<file path="config.mk">
export PLATFORM = sky130hd
export DESIGN_NAME = partition_fit_allocator_flat
export DESIGN_NICKNAME = d
export VERILOG_FILES = /design/src/sv/pfa_pkg.sv /design/src/sv/pfa_req_if.sv /design/src/sv/pfa_rsp_if.sv /design/src/sv/pfa_ram.sv /design/src/sv/pfa_ctrl.sv /design/src/sv/pfa_datapath.sv /design/src/sv/partition_fit_allocator.sv /design/src/flat_wrapper.sv
export SDC_FILE = /design/constraint.sdc
export NUM_CORES = 1
export LEC_CHECK = 0
export BUFFER_PORTS_ARGS = -buffer_cell sky130_fd_sc_hd__buf_2
export CAP_MARGIN = 30
export CORE_MARGIN = 4
export CORE_UTILIZATION = 50
export CTS_BUF_LIST = sky130_fd_sc_hd__clkbuf_4 sky130_fd_sc_hd__clkbuf_8 sky130_fd_sc_hd__clkbuf_16
export CTS_CLUSTER_SIZE = 28
export DETAILED_ROUTE_END_ITERATION = 10
export GPL_TIMING_DRIVEN = 1
export HOLD_SLACK_MARGIN = 0.08
export PLACE_DENSITY = 0.71
export SLEW_MARGIN = 20
export SYNTH_ARGS = -nofsm -noshare
export SYNTH_HDL_FRONTEND = slang
export SYNTH_SLANG_ARGS = --single-unit
</file>
<file path="constraint.sdc">
create_clock -name clock -period 10.5 [get_ports clock]
set_clock_uncertainty 0.1 [all_clocks]
set_input_delay 0.525 -clock clock [delete_from_list [all_inputs] [get_ports clock]]
set_output_delay 0.525 -clock clock [all_outputs]
set_load 0.005 [all_outputs]
</file>
<file path="src/sv/pfa_pkg.sv">
package pfa_pkg;

   // fixed field widths
   localparam int KIND_W     = 1;
   localparam int INDEX_W    = 4;
   localparam int AMOUNT_W   = 16;
   localparam int MODE_W     = 2;
   localparam int COUNT_W    = 5;
   localparam int CSR_IDX_W  = 1;
   localparam int CSR_DATA_W = 5;

   // search policies
   localparam logic [MODE_W-1:0] FIT_FIRST = 2'd0;
   localparam logic [MODE_W-1:0] FIT_BEST  = 2'd1;
   localparam logic [MODE_W-1:0] FIT_WORST = 2'd2;

   // register indexes
   localparam logic [CSR_IDX_W-1:0] CSR_FIT_MODE   = 1'b0;
   localparam logic [CSR_IDX_W-1:0] CSR_NUM_BLOCKS = 1'b1;

   // request kinds
   localparam logic [KIND_W-1:0] KIND_LOAD  = 1'b0;
   localparam logic [KIND_W-1:0] KIND_ALLOC = 1'b1;

   localparam logic [COUNT_W-1:0] NUM_BLOCKS_RESET = 5'd16;

   typedef struct packed {
      logic load_wr;   // write a capacity from the accepted request
      logic start;     // latch the accepted allocation request
      logic scan;      // advance the table scan
      logic finish;    // write back and present the response
   } ctl_cmd_type;

   typedef struct packed {
      logic scan_done;
      logic out_free;
   } ctl_sts_type;

endpackage

</file>
<file path="src/sv/pfa_req_if.sv">
interface pfa_req_if;
   logic                           valid;
   logic                           ready;
   logic [pfa_pkg::KIND_W-1:0]     kind;
   logic [pfa_pkg::INDEX_W-1:0]    block_index;
   logic [pfa_pkg::AMOUNT_W-1:0]   amount;

   modport source (output valid, kind, block_index, amount, input ready);
   modport sink   (input valid, kind, block_index, amount, output ready);
endinterface

</file>
<file path="src/sv/pfa_rsp_if.sv">
interface pfa_rsp_if;
   logic                           valid;
   logic                           ready;
   logic                           granted;
   logic [pfa_pkg::INDEX_W-1:0]    chosen_index;
   logic [pfa_pkg::AMOUNT_W-1:0]   capacity_left;

   modport source (output valid, granted, chosen_index, capacity_left, input ready);
   modport sink   (input valid, granted, chosen_index, capacity_left, output ready);
endinterface

</file>
<file path="src/sv/pfa_ram.sv">
module pfa_ram #(
   parameter int WIDTH = 16,
   parameter int DEPTH = 16
) (
   input  logic                                     clock,
   input  logic                                     wr_en,
   input  logic [(DEPTH > 1 ? $clog2(DEPTH) : 1)-1:0] wr_addr,
   input  logic [WIDTH-1:0]                         wr_data,
   input  logic                                     rd_en,
   input  logic [(DEPTH > 1 ? $clog2(DEPTH) : 1)-1:0] rd_addr,
   output logic [WIDTH-1:0]                         rd_data
);

   logic [WIDTH-1:0] mem [DEPTH];
   logic [WIDTH-1:0] rd_data_ff;

   always_ff @(posedge clock) begin
      if (wr_en) begin
         mem[wr_addr] <= wr_data;
      end
      if (rd_en) begin
         rd_data_ff <= mem[rd_addr];
      end
   end

   assign rd_data = rd_data_ff;

endmodule

</file>
<file path="src/sv/pfa_ctrl.sv">
module pfa_ctrl (
   input  logic                  clock,
   input  logic                  reset,
   input  logic                  req_valid,
   input  logic [pfa_pkg::KIND_W-1:0] req_kind,
   output logic                  req_ready,
   input  pfa_pkg::ctl_sts_type  sts,
   output pfa_pkg::ctl_cmd_type  cmd
);
   import pfa_pkg::*;

   typedef enum logic [1:0] {
      ST_IDLE,
      ST_SCAN,
      ST_FINISH
   } state_type;

   state_type state_ff, state_in;

   always_comb begin
      state_in = state_ff;
      cmd      = '0;
      case (state_ff)
         ST_IDLE: begin
            if (req_valid) begin
               if (req_kind == KIND_LOAD) begin
                  cmd.load_wr = 1'b1;
               end else begin
                  cmd.start = 1'b1;
                  state_in  = ST_SCAN;
               end
            end
         end
         ST_SCAN: begin
            cmd.scan = 1'b1;
            if (sts.scan_done) begin
               state_in = ST_FINISH;
            end
         end
         ST_FINISH: begin
            if (sts.out_free) begin
               cmd.finish = 1'b1;
               state_in   = ST_IDLE;
            end
         end
         default: begin
            state_in = ST_IDLE;
         end
      endcase
   end

   always_ff @(posedge clock) begin
      if (reset) begin
         state_ff <= ST_IDLE;
      end else begin
         state_ff <= state_in;
      end
   end

   assign req_ready = (state_ff == ST_IDLE);

endmodule

</file>
<file path="src/sv/pfa_datapath.sv">
module pfa_datapath #(
   parameter int MAX_BLOCKS = 16,
   parameter int SIZE_BITS  = 16
) (
   input  logic                             clock,
   input  logic                             reset,
   input  logic                             csr_we,
   input  logic [pfa_pkg::CSR_IDX_W-1:0]    csr_index,
   input  logic [pfa_pkg::CSR_DATA_W-1:0]   csr_data,
   input  logic [pfa_pkg::INDEX_W-1:0]      req_block_index,
   input  logic [pfa_pkg::AMOUNT_W-1:0]     req_amount,
   input  pfa_pkg::ctl_cmd_type             cmd,
   output pfa_pkg::ctl_sts_type             sts,
   input  logic                             rsp_ready,
   output logic                             rsp_valid,
   output logic                             rsp_granted,
   output logic [pfa_pkg::INDEX_W-1:0]      rsp_chosen_index,
   output logic [pfa_pkg::AMOUNT_W-1:0]     rsp_capacity_left
);
   import pfa_pkg::*;

   localparam int ADDR_W = (MAX_BLOCKS > 1) ? $clog2(MAX_BLOCKS) : 1;
   localparam int CNT_W  = $clog2(MAX_BLOCKS + 1);

   logic [MODE_W-1:0]    fit_mode_ff;
   logic [COUNT_W-1:0]   num_blocks_ff;

   logic [CNT_W-1:0]     count_ff, count_in;
   logic [CNT_W-1:0]     rd_cnt_ff, rd_cnt_in;
   logic                 cmp_vld_ff, cmp_vld_in;
   logic [ADDR_W-1:0]    cmp_idx_ff, cmp_idx_in;
   logic [SIZE_BITS-1:0] amt_ff, amt_in;
   logic                 found_ff, found_in;
   logic [ADDR_W-1:0]    pick_ff, pick_in;
   logic [SIZE_BITS-1:0] best_ff, best_in;

   logic                 rsp_valid_ff, rsp_valid_in;
   logic                 rsp_granted_ff;
   logic [INDEX_W-1:0]   rsp_index_ff;
   logic [AMOUNT_W-1:0]  rsp_cap_ff;

   logic                 rd_en;
   logic [ADDR_W-1:0]    rd_addr;
   logic [SIZE_BITS-1:0] rd_data;
   logic                 wr_en;
   logic [ADDR_W-1:0]    wr_addr;
   logic [SIZE_BITS-1:0] wr_data;
   logic [SIZE_BITS-1:0] new_cap;
   logic                 fits;
   logic                 take;
   logic                 load_in_range;

   // configuration
   always_ff @(posedge clock) begin
      if (reset) begin
         fit_mode_ff   <= FIT_FIRST;
         num_blocks_ff <= NUM_BLOCKS_RESET;
      end else if (csr_we) begin
         case (csr_index)
            CSR_FIT_MODE:   fit_mode_ff   <= csr_data[MODE_W-1:0];
            CSR_NUM_BLOCKS: num_blocks_ff <= csr_data[COUNT_W-1:0];
            default: begin
            end
         endcase
      end
   end

   assign new_cap       = best_ff - amt_ff;
   assign load_in_range = (int'(req_block_index) < MAX_BLOCKS);

   // single write port shared by capacity loads and the post-grant write back
   always_comb begin
      wr_en   = 1'b0;
      wr_addr = pick_ff;
      wr_data = new_cap;
      if (cmd.load_wr) begin
         wr_en   = load_in_range;
         wr_addr = ADDR_W'(req_block_index);
         wr_data = SIZE_BITS'(req_amount);
      end else if (cmd.finish) begin
         wr_en = found_ff;
      end
   end

   // compare stage works on the entry read in the previous cycle
   assign fits = (rd_data >= amt_ff);
   always_comb begin
      take = 1'b0;
      if (cmp_vld_ff && fits) begin
         if (!found_ff) begin
            take = 1'b1;
         end else if (fit_mode_ff == FIT_BEST) begin
            take = (rd_data < best_ff);
         end else if (fit_mode_ff == FIT_WORST) begin
            take = (rd_data > best_ff);
         end
      end
   end

   always_comb begin
      count_in   = count_ff;
      rd_cnt_in  = rd_cnt_ff;
      cmp_vld_in = 1'b0;
      cmp_idx_in = cmp_idx_ff;
      amt_in     = amt_ff;
      found_in   = found_ff;
      pick_in    = pick_ff;
      best_in    = best_ff;
      rd_en      = 1'b0;
      rd_addr    = rd_cnt_ff[ADDR_W-1:0];

      if (cmd.start) begin
         count_in  = (int'(num_blocks_ff) > MAX_BLOCKS) ? CNT_W'(MAX_BLOCKS)
                                                        : CNT_W'(num_blocks_ff);
         rd_cnt_in = '0;
         amt_in    = SIZE_BITS'(req_amount);
         found_in  = 1'b0;
      end else if (cmd.scan) begin
         if (rd_cnt_ff < count_ff) begin
            rd_en      = 1'b1;
            rd_cnt_in  = rd_cnt_ff + 1'b1;
            cmp_vld_in = 1'b1;
            cmp_idx_in = rd_cnt_ff[ADDR_W-1:0];
         end
         if (take) begin
            found_in = 1'b1;
            pick_in  = cmp_idx_ff;
            best_in  = rd_data;
         end
      end
   end

   always_ff @(posedge clock) begin
      if (reset) begin
         cmp_vld_ff <= 1'b0;
         found_ff   <= 1'b0;
         rd_cnt_ff  <= '0;
         count_ff   <= '0;
      end else begin
         cmp_vld_ff <= cmp_vld_in;
         found_ff   <= found_in;
         rd_cnt_ff  <= rd_cnt_in;
         count_ff   <= count_in;
      end
      cmp_idx_ff <= cmp_idx_in;
      amt_ff     <= amt_in;
      pick_ff    <= pick_in;
      best_ff    <= best_in;
   end

   assign sts.scan_done = (rd_cnt_ff == count_ff) && !cmp_vld_ff;
   assign sts.out_free  = !rsp_valid_ff || rsp_ready;

   // response register
   always_comb begin
      rsp_valid_in = rsp_valid_ff;
      if (cmd.finish) begin
         rsp_valid_in = 1'b1;
      end else if (rsp_ready) begin
         rsp_valid_in = 1'b0;
      end
   end

   always_ff @(posedge clock) begin
      if (reset) begin
         rsp_valid_ff <= 1'b0;
      end else begin
         rsp_valid_ff <= rsp_valid_in;
      end
      if (cmd.finish) begin
         rsp_granted_ff <= found_ff;
         rsp_index_ff   <= found_ff ? INDEX_W'(pick_ff) : '0;
         rsp_cap_ff     <= found_ff ? AMOUNT_W'(new_cap) : '0;
      end
   end

   pfa_ram #(
      .WIDTH (SIZE_BITS),
      .DEPTH (MAX_BLOCKS)
   ) u_ram (
      .clock   (clock),
      .wr_en   (wr_en),
      .wr_addr (wr_addr),
      .wr_data (wr_data),
      .rd_en   (rd_en),
      .rd_addr (rd_addr),
      .rd_data (rd_data)
   );

   assign rsp_valid         = rsp_valid_ff;
   assign rsp_granted       = rsp_granted_ff;
   assign rsp_chosen_index  = rsp_index_ff;
   assign rsp_capacity_left = rsp_cap_ff;

endmodule

</file>
<file path="src/sv/partition_fit_allocator.sv">
// Load request: writes the table when accepted, gives no response.
// Allocation request: scans the active blocks (block count, capped at MAX_BLOCKS) with
//   one table read per cycle, then writes back and responds; no request is taken meanwhile.
// A stalled response holds the following allocation before its write back.
// Synchronous active-high reset clears the controller, the response valid flag and
//   the mode/count registers; the capacity table is not cleared and must be loaded.
module partition_fit_allocator #(
   parameter int MAX_BLOCKS = 16,
   parameter int SIZE_BITS  = 16
) (
   input  logic                           clock,
   input  logic                           reset,
   pfa_req_if.sink                        req,
   pfa_rsp_if.source                      rsp,
   input  logic                           csr_we,
   input  logic [pfa_pkg::CSR_IDX_W-1:0]  csr_index,
   input  logic [pfa_pkg::CSR_DATA_W-1:0] csr_data
);
   import pfa_pkg::*;

   ctl_cmd_type cmd;
   ctl_sts_type sts;
   logic        req_ready;

   pfa_ctrl u_ctrl (
      .clock     (clock),
      .reset     (reset),
      .req_valid (req.valid),
      .req_kind  (req.kind),
      .req_ready (req_ready),
      .sts       (sts),
      .cmd       (cmd)
   );

   pfa_datapath #(
      .MAX_BLOCKS (MAX_BLOCKS),
      .SIZE_BITS  (SIZE_BITS)
   ) u_datapath (
      .clock             (clock),
      .reset             (reset),
      .csr_we            (csr_we),
      .csr_index         (csr_index),
      .csr_data          (csr_data),
      .req_block_index   (req.block_index),
      .req_amount        (req.amount),
      .cmd               (cmd),
      .sts               (sts),
      .rsp_ready         (rsp.ready),
      .rsp_valid         (rsp.valid),
      .rsp_granted       (rsp.granted),
      .rsp_chosen_index  (rsp.chosen_index),
      .rsp_capacity_left (rsp.capacity_left)
   );

   assign req.ready = req_ready;

endmodule

</file>
<file path="src/flat_wrapper.sv">
// flat-port wrapper written by rule: the top's interface ports become plain ports
module partition_fit_allocator_flat import pfa_pkg::*;
#(
   parameter int MAX_BLOCKS = 16,
   parameter int SIZE_BITS  = 16
)
  (clock, reset, csr_we, csr_index, csr_data, req_valid, req_kind, req_block_index, req_amount, req_ready, rsp_valid, rsp_granted, rsp_chosen_index, rsp_capacity_left, rsp_ready);
  pfa_req_if req_i ();
  pfa_rsp_if rsp_i ();
  input  logic clock;
  input  logic reset;
  input  logic csr_we;
  input  logic [pfa_pkg::CSR_IDX_W-1:0] csr_index;
  input  logic [pfa_pkg::CSR_DATA_W-1:0] csr_data;
  input wire logic [$bits(req_i.valid)-1:0] req_valid;
  input wire logic [$bits(req_i.kind)-1:0] req_kind;
  input wire logic [$bits(req_i.block_index)-1:0] req_block_index;
  input wire logic [$bits(req_i.amount)-1:0] req_amount;
  output wire logic [$bits(req_i.ready)-1:0] req_ready;
  output wire logic [$bits(rsp_i.valid)-1:0] rsp_valid;
  output wire logic [$bits(rsp_i.granted)-1:0] rsp_granted;
  output wire logic [$bits(rsp_i.chosen_index)-1:0] rsp_chosen_index;
  output wire logic [$bits(rsp_i.capacity_left)-1:0] rsp_capacity_left;
  input wire logic [$bits(rsp_i.ready)-1:0] rsp_ready;
  assign req_i.valid = req_valid;
  assign req_i.kind = req_kind;
  assign req_i.block_index = req_block_index;
  assign req_i.amount = req_amount;
  assign req_ready = req_i.ready;
  assign rsp_valid = rsp_i.valid;
  assign rsp_granted = rsp_i.granted;
  assign rsp_chosen_index = rsp_i.chosen_index;
  assign rsp_capacity_left = rsp_i.capacity_left;
  assign rsp_i.ready = rsp_ready;
  partition_fit_allocator #(.MAX_BLOCKS(MAX_BLOCKS), .SIZE_BITS(SIZE_BITS)) u_core (.clock(clock), .reset(reset), .req(req_i), .rsp(rsp_i), .csr_we(csr_we), .csr_index(csr_index), .csr_data(csr_data));
endmodule
</file>
==> summary by stage, run 1 <==
Floorplan
Row generation in the floorplan step produced 62 rows. The floorplan step defined a die boundary enclosing ~0.033 sq mm. The number of ports placed on the die boundary is 55. The y dimension of the die is approximately 180 um. The initial core utilization is 51.3%.

The die is ~180 um wide. The core region area is between 0.02 and 0.03 sq mm.

Routing
Summed over all layers, the routed wires come to 33.2 mm. The first detailed-routing pass ran for 5 iterations. The via count is 7993. The number of vias per cell is 5.86. Once detail routing completed, the nets flagged for antenna violations numbered 0. In this run, the number of DRC markers left after iteration 0 of detailed routing was 754. The average detailed-routed wire length per instance is ~24 um. After detailed routing, the number of remaining DRC violations is 0.

Logic synthesis
Yosys printed 0 warnings. The synthesized design spends more area on one cell type than any other, namely edfxtp_1. In the synthesized netlist the async set-or-reset flop fraction comes to 0%. The post-synthesis instance area is ~0.015 sq mm. After synthesis, flip-flops and latches occupy 70.0% of the total area. Synthesis produced a netlist whose cell count is 857. The number of different library cells in the post-synthesis netlist is 53. The flip-flop and latch count after synthesis is between 300 and 400.

Summed over its instances, the top area cell type makes up approximately 67% of the synthesized netlist area. The average cell area after synthesis is approximately 17 sq um. The number of enable-type register cells in the synthesized netlist is between 300 and 400. By area the synthesized netlist is led by edfxtp_1 (67%), mux4_2 (12%), ha_1 (4.4%). The post-synth net total is 943. In the synthesized netlist the dominant register cell turns out to be edfxtp_1.

STA
The slew at the pin closest to its max-slew limit is just over 1 ns. The post-route fraction of the period consumed by the critical path is around 30%. The number of pins exceeding their max-slew limit in the final report came to 0. Setup violations remaining at the end of the flow were counted as 0. The count of endpoints failing hold in the final timing report is 0. Adding up every negative setup slack in the final design gives 0 ns. The fmax is approximately 0.32 GHz. For the finished layout, the period the worst path requires is just over 3 ns. The normalized max-slew margin is a little under a third. Setup repair after global routing left no endpoint under its margin.

Once routing completed, OpenROAD measured the worst setup slack at 7.39 ns.

Global routing
The maximum number of pins on one net before global-route repair is 69. The number of global-route vias before repair is between 7000 and 8000. The leftover overflow at the end of global routing is 0. For this run, the total global-route usage over all layers was measured as just over 20%. The initial antenna violation count is 0.

The first global-routing pass estimated about 50 mm of wire.

Clock tree
The hold buffer count at cts is 0. Buffers added to address setup during post-CTS repair amount to 0. The clock passes through at most 3 buffers.

The total clock sinks is about 360. The clock-pin slew on the worst setup and hold paths is roughly 0.060 ns. For the worst-skew pair, the clock arrives at the later sink with an insertion delay of 0.52 ns. The total CTS buffers is 37.

Post-CTS repair changed the size of 0 cells. TritonCTS built the clock tree. The clock root buffer is clkbuf_16.

The number of H-tree branching levels is 2.

Critical path
STA classifies the critical path startpoint as a register. In this run the worst path has a maximum fanout of 9. At the worst endpoint, the arrival time is around 3.4 ns. The worst setup path is captured at a register. The critical path is of the reg -> reg type. The required time at the worst-slack endpoint is between 10 and 15 ns.

Cells and area
The finished layout holds between 1000 and 1500 standard cells, fillers aside. The layout overhead on the synthesized area is 14.6%. The diode insertion count for antenna repair is 0. At the end of the flow the core is filled with cells to around three fifths.

Cells with a size suffix above 1 make up approximately 26% of the layout. The number of nets in the layout is 1042.

Place
The total placed cells including tap cells is 1291. The global placement routability congestion is 0.884. The half-perimeter wire length after detailed placement is 21.8 mm. Before CTS, the worst setup slack after placement is between 7 and 8 ns. The number of port buffers is 54.

Power
The post-route total power is just over 0.003 W. The leakage power total is about 5.8 nW. The power per cell area is around 180 mW/mm^2. The peak supply drop is 0.136 mV.

Run
The number of maximum-capacitance constraint violations is 0.

Run status
The flow ran to the end, and the final reports show no timing, DRC or antenna violations.

Worst hold path
In this run the worst hold path is classified as in -> reg.
==> sequential cells by signal (all words and copies together), names as in the netlist <==
| signal | count |
|---|---|
| u_core.u_datapath.u_ram.mem | 256 |
| u_core.u_datapath.amt_ff | 16 |
| u_core.u_datapath.best_ff | 16 |
| u_core.u_datapath.rsp_capacity_left | 16 |
| u_core.u_datapath.u_ram.rd_data | 16 |
| u_core.u_datapath.count_ff | 5 |
| u_core.u_datapath.num_blocks_ff | 5 |
| u_core.u_datapath.rd_cnt_ff | 5 |
| u_core.u_datapath.cmp_idx_ff | 4 |
| u_core.u_datapath.pick_ff | 4 |
| u_core.u_datapath.rsp_chosen_index | 4 |
| u_core.u_ctrl.state_ff | 2 |
| u_core.u_datapath.fit_mode_ff | 2 |
| u_core.u_datapath.cmp_vld_ff | 1 |
| u_core.u_datapath.found_ff | 1 |
| u_core.u_datapath.rsp_granted | 1 |
| u_core.u_datapath.rsp_valid | 1 |
==> path summary, 6_finish.rpt <==
| kind | slack (ns) | from | depth (start not counted) | to |
|---|---|---|---|---|
| setup reg to reg | 7.39 | u_core.u_datapath.amt_ff[0] | 9 | u_core.u_datapath.u_ram.mem[2][12] |
| hold reg to reg | 0.31 | u_core.u_datapath.cmp_idx_ff[3] | 0 | u_core.u_datapath.pick_ff[3] |
| hold / removal | 0.11 | req_amount[5] | 1 | u_core.u_datapath.amt_ff[5] |
| setup / recovery | 7.39 | u_core.u_datapath.amt_ff[0] | 9 | u_core.u_datapath.u_ram.mem[2][12] |
==> where the power goes <==
part / total [W] / leakage [nW] / switching, W / internal (W)
sequential: 0.00158 / 3.20 / 0.00000549 / 0.00158
combinational: 0.000141 / 2.03 / 0.0000983 / 0.0000431
clock: 0.00130 / 0.604 / 0.000512 / 0.000784
total: 0.00302 / 5.84 / 0.000615 / 0.00241
==> logic make-up (layout without fill, tap and decap cells) <==
logic type / after synthesis / after routing / share of synthesized area (%)
multiplexers: 85 / 85 / 12.4
buffers and inverters: 72 / 195 / 2.16
XOR/XNOR: 16 / 16 / 0.939
flip-flops: 355 / 355 / 70.0
adder cells (fa/ha/maj): 54 / 54 / 4.58
AND/OR/NAND/NOR: 167 / 167 / 5.30
AO/OA/AOI/OAI: 108 / 108 / 4.64
==> cells in the mapped netlist (all sizes together) (9+ instances only) <==
cell / instances
a21o: 11
a21oi: 38
buf: 15
clkbuf: 12
dfxtp: 22
edfxtp: 333
ha: 53
inv: 45
mux4: 80
nand2: 50
nand2b: 9
nand3: 9
nor2: 50
nor2b: 10
o21ai: 23
==> cell usage in the layout (no fill, tap or decap), types with 6 or more instances in the layout <==
| cell type | instances |
|---|---|
| inv_1 | 45 |
| xor2_1 | 8 |
| mux4_2 | 80 |
| nor2_1 | 33 |
| dfxtp_1 | 20 |
| nand4_1 | 6 |
| nor2_2 | 17 |
| nand3_1 | 9 |
| nand3b_1 | 6 |
| nor2b_1 | 9 |
| buf_4 | 22 |
| and2_1 | 7 |
| buf_6 | 6 |
| clkinv_2 | 6 |
| edfxtp_1 | 333 |
| o21ai_1 | 6 |
| nor3_1 | 7 |
| o21ai_0 | 17 |
| a21oi_1 | 37 |
| a21o_1 | 11 |
| xnor2_1 | 8 |
| ha_1 | 53 |
| and3_1 | 7 |
| buf_2 | 54 |
| clkbuf_16 | 38 |
| nand2b_1 | 9 |
| nand2_1 | 50 |
| clkbuf_4 | 9 |
==> cell type report <==
type	instances	area (sq um)
multi-input combinational	430	4220
clock buffer	47	1020
inverter	45	169
clock inverter	16	185
tap	384	480
timing repair buffer	87	583
fill	2143	12000
sequential	355	10400
==> critical path, stage by stage (launching register included) <==
cell	delay [ns]
edfxtp_1	0.40
ha_1	0.25
fa_1	0.47
nor2b_1	0.21
o31ai_1	0.14
a211oi_1	0.26
nor3_1	0.09
xor2_1	0.19
o21ai_1	0.57
buf_4	0.29
==> per-stage QoR <==
stage          cell area, sq um  hold WS, ns
2_1_floorplan             14900        0.300
3_3_place_gp              15700        0.302
3_5_place_dp              15800        0.306
4_1_cts                   17000       0.0840
5_1_grt                   17100       0.0922
6_report                  17100        0.109
==> per-layer routing <==
layer / track usage [%] / share of wire, % / vias to the layer above
met5: 0 / 0 / -
met4: 7.05 / 3.6 / 0
met3: 4.32 / 7.4 / 60
met2: 31.9 / 48 / 327
met1: 28.1 / 41 / 4026
li1: - / - / 3580
No activity file was read; power rests on OpenSTA's default activity.
==> inputs of run 2 (changes only) <==
- clock period: 10.5 -> 3.15 ns (I/O delays scaled with it)
==> summary by stage, run 2 (synthesis results as in run 1) <==
Critical path
Worst path cell trace: ha_1, fa_1, nor2b_1, o31ai_1, a211oi_1, nor3_1, xor2_1, o21ai_2 (was ha_1, fa_1, nor2b_1, o31ai_1, a211oi_1, nor3_1, xor2_1, o21ai_1, buf_4). The total stage count of the critical path is 8 (was 9). The kind of cell with the highest combined delay on the critical path is compound AO/OA/AOI/OAI gates (unchanged). The required time at the worst-slack endpoint is 3.29 ns (was 10.76 ns). The depth of the most critical reg-to-reg path came to 8 (was 9). The data arrival time of the critical path is 3.00 ns (was 3.38 ns). The kind of start point of the critical path is a register (unchanged). The capturing element type of the critical path is a register (unchanged). The maximum fanout along the worst path is 16 (was 9).

The slowest cell on the critical path is o21ai_2 (was o21ai_1). The buffers plus inverters on the worst setup path is 0 (was 1). The stage delay of the slowest cell on the critical path is 0.54 ns (was 0.57 ns).

The start-to-end type of the worst setup path is reg -> reg (unchanged).

Floorplan
The die area came to 0.0327 sq mm (unchanged). The y dimension of the die is 181 um (unchanged). The initial core utilization is 51.3% (unchanged). The number of placement rows is 62 (unchanged). The core region area came to 0.0291 sq mm (unchanged). The number of ports placed on the die boundary was 55 (unchanged). The horizontal die dimension is 181 um (unchanged).

Cells and area
The fill cell instance count of the final layout was 2057 (was 2143). The cell area after layout was 0.0177 sq mm (was 0.0171 sq mm). The register with the highest flop count is u_core.u_datapath.u_ram.mem (unchanged). The number of nets in the layout came to 1093 (was 1042).

The diode insertion count for antenna repair is 0 (unchanged). The fraction of layout cells with a size suffix above 1 is 26.2% (was 25.7%). Commonest non-fill, non-tap cells in the layout: edfxtp_1 (333), mux4_2 (80), buf_2 (54) (unchanged). The leading cell type in the layout, fill and taps excluded is edfxtp_1 (unchanged). The layout overhead on the synthesized area is 18.3% (was 14.6%). The flip-flop count of the largest register after layout is 256 (unchanged).

Routing
The average detailed-routed wire length per instance was 23.4 um (was 24.3 um). The number of detailed-route iterations in the first pass came to 7 (was 5). The number of design-rule violations left by the first detailed-router iteration is 763 (was 754). The wire length after detailed routing is 33.1 mm (was 33.2 mm). The DRC violations left is 0 (unchanged). The number of vias per cell is 5.80 (was 5.86). The via count is 8218 (was 7993). The number of nets with antenna violations after detailed routing is 0 (unchanged).

Power
The clock share of power came to 44.3% (was 42.9%). The total internal power was 0.00823 W (was 0.00241 W). The leakage power total was 6.10 nW (was 5.84 nW).

The fraction of power spent switching nets is 20.2% (was 20.4%). The peak supply drop is 0.288 mV (was 0.136 mV). The net switching power of the design was 0.00208 W (was 0.000615 W). The power per cell area is 584 mW/mm^2 (was 177 mW/mm^2).

The register share of total power was 51.2% (was 52.4%). The logic gate share of total power is 4.5% (was 4.7%).

Clock tree
The number of H-tree branching levels is 2 (unchanged). The clock root buffer is clkbuf_16 (unchanged). The total clock sinks is 355 (unchanged).

The clock latency on the worst-skew pair was 0.53 ns (was 0.52 ns). The total setup buffers inserted after CTS was 0 (unchanged). The total CTS buffers came to 38 (was 37). The TritonCTS clock tree was built (unchanged). The clock-pin slew on the worst setup and hold paths is 0.06 ns (about the same). The clock tree buffer depth came to 3 (unchanged).

Run status
Result of the run: completed (unchanged).

Place
The global placement routability congestion is 0.850 (was 0.884). The half-perimeter wire length after detailed placement is 19.6 mm (was 21.8 mm). The pre-CTS setup slack is -0.0757 ns (was 7.34 ns). The placement-stage cell area came to 0.0160 sq mm (was 0.0158 sq mm). The number of port buffers is 54 (unchanged).

STA
The number of endpoints failing setup at the final stage came to 0 (unchanged). Unrepaired setup endpoints after global routing: false (unchanged). The fmax is 0.350 GHz (was 0.321 GHz). The accumulated negative setup slack came to 0 ns (unchanged). The normalized max-slew margin is 47.4% (was 31.9%). The slew at the pin closest to its max-slew limit is 0.790 ns (was 1.02 ns).

The minimum clock period was 2.86 ns (was 3.11 ns). The worst setup margin came to 0.292 ns (was 7.39 ns). The worst hold slack was 0.130 ns (was 0.109 ns).

The post-route fraction of the period consumed by the critical path is 90.7% (was 29.7%). The number of pins exceeding their max-slew limit in the final report was 0 (unchanged). The count of endpoints failing hold in the final timing report is 0 (unchanged).

Global routing
The maximum number of pins on one net before global-route repair was 69 (unchanged). The initial antenna violation count is 0 (unchanged). The number of global-route vias before repair is 8577 (was 7963). The total global routing track utilization is 20.3% (was 20.1%). The leftover overflow at the end of global routing came to 0 (unchanged).

The wire length of the first global-routing pass is 50.6 mm (was 49.6 mm).

Worst hold path
The worst hold path depth is 4 (was 1). The class of the tightest hold or removal check is in -> reg (unchanged).

Run
The number of maximum-capacitance constraint violations came to 0 (unchanged).
## run 2: cell types whose count changed in the layout (fill, tap and decap cells not counted), moves of 2 or more
cell and delta:
buf_6 -6, o21ai_1 -5, buf_8 -4, clkinv_1 -2, o21ai_2 +2, bufinv_16 +2, o21ai_0 +3, buf_4 +21
dlygate4sd3_1 +37, buf_12 +2
## run 2: worst paths after layout
path | startpoint | to | slack [ns]
hold reg to reg | u_core.u_datapath.cmp_idx_ff[3] | u_core.u_datapath.pick_ff[3] | 0.33
setup reg to reg | u_core.u_datapath.amt_ff[0] | u_core.u_datapath.u_ram.mem[14][12] | 0.29
setup / recovery | u_core.u_datapath.amt_ff[0] | u_core.u_datapath.u_ram.mem[14][12] | 0.29
hold / removal | req_valid | u_core.u_datapath.count_ff[2] | 0.13
## run 2: final cells by class
cell class	instances	area (sq um)	area share [%]
Clock inverter	19	293	1.66
Inverter	45	169	0.957
Tap cell	384	480	2.72
Clock buffer	46	1010	5.73
Timing Repair Buffer	137	1020	5.80
Sequential cell	355	10400	59.2
Multi-Input combinational cell	430	4230	24.0
## run 2: per-stage QoR
step                      util [%]  power [W]  cells
final                         60.7     0.0103   1416
after global routing          60.7     0.0106   1416
after CTS                     60.7     0.0104   1416
after detailed placement      54.9    0.00581   1314
after global placement        54.9    0.00579   1314
after floorplan                  -    0.00562    857
## run 2: what timing repair did
| action | 4_1_cts | 5_1_grt |
|---|---|---|
| setup endpoints to repair | 21 | 16 |
| resized for setup | 2 | 1 |
| endpoints found under the hold margin | 78 | 0 |
| hold buffers | 37 | 0 |
## run 2: power by group through the flow
stage	registers (W)	clock network (W)	logic (W)
floorplan	0.00538	0	0.000238
global placement	0.00538	0	0.000411
CTS	0.00528	0.00466	0.000461
global route	0.00529	0.00485	0.000509
detailed placement	0.00538	0	0.000424
finish	0.00528	0.00457	0.000465
## run 2: worst min-delay path, delay by kind of cell
family          cells  cell delay, ns
compound gates      1            0.11
simple gates        2            0.34
buf+inv             1            0.10
## run 2: routing by layer
metal / share of wire (%) / track usage [%] / wire length [um] / up-vias
met4: 2.1 / 5.47 / 688 / 0
met3: 5.9 / 3.48 / 1940 / 48
li1: - / - / - / 3670
met2: 52 / 35.6 / 17100 / 265
met5: 0 / 0 / 0 / -
met1: 40 / 26.3 / 13300 / 4235
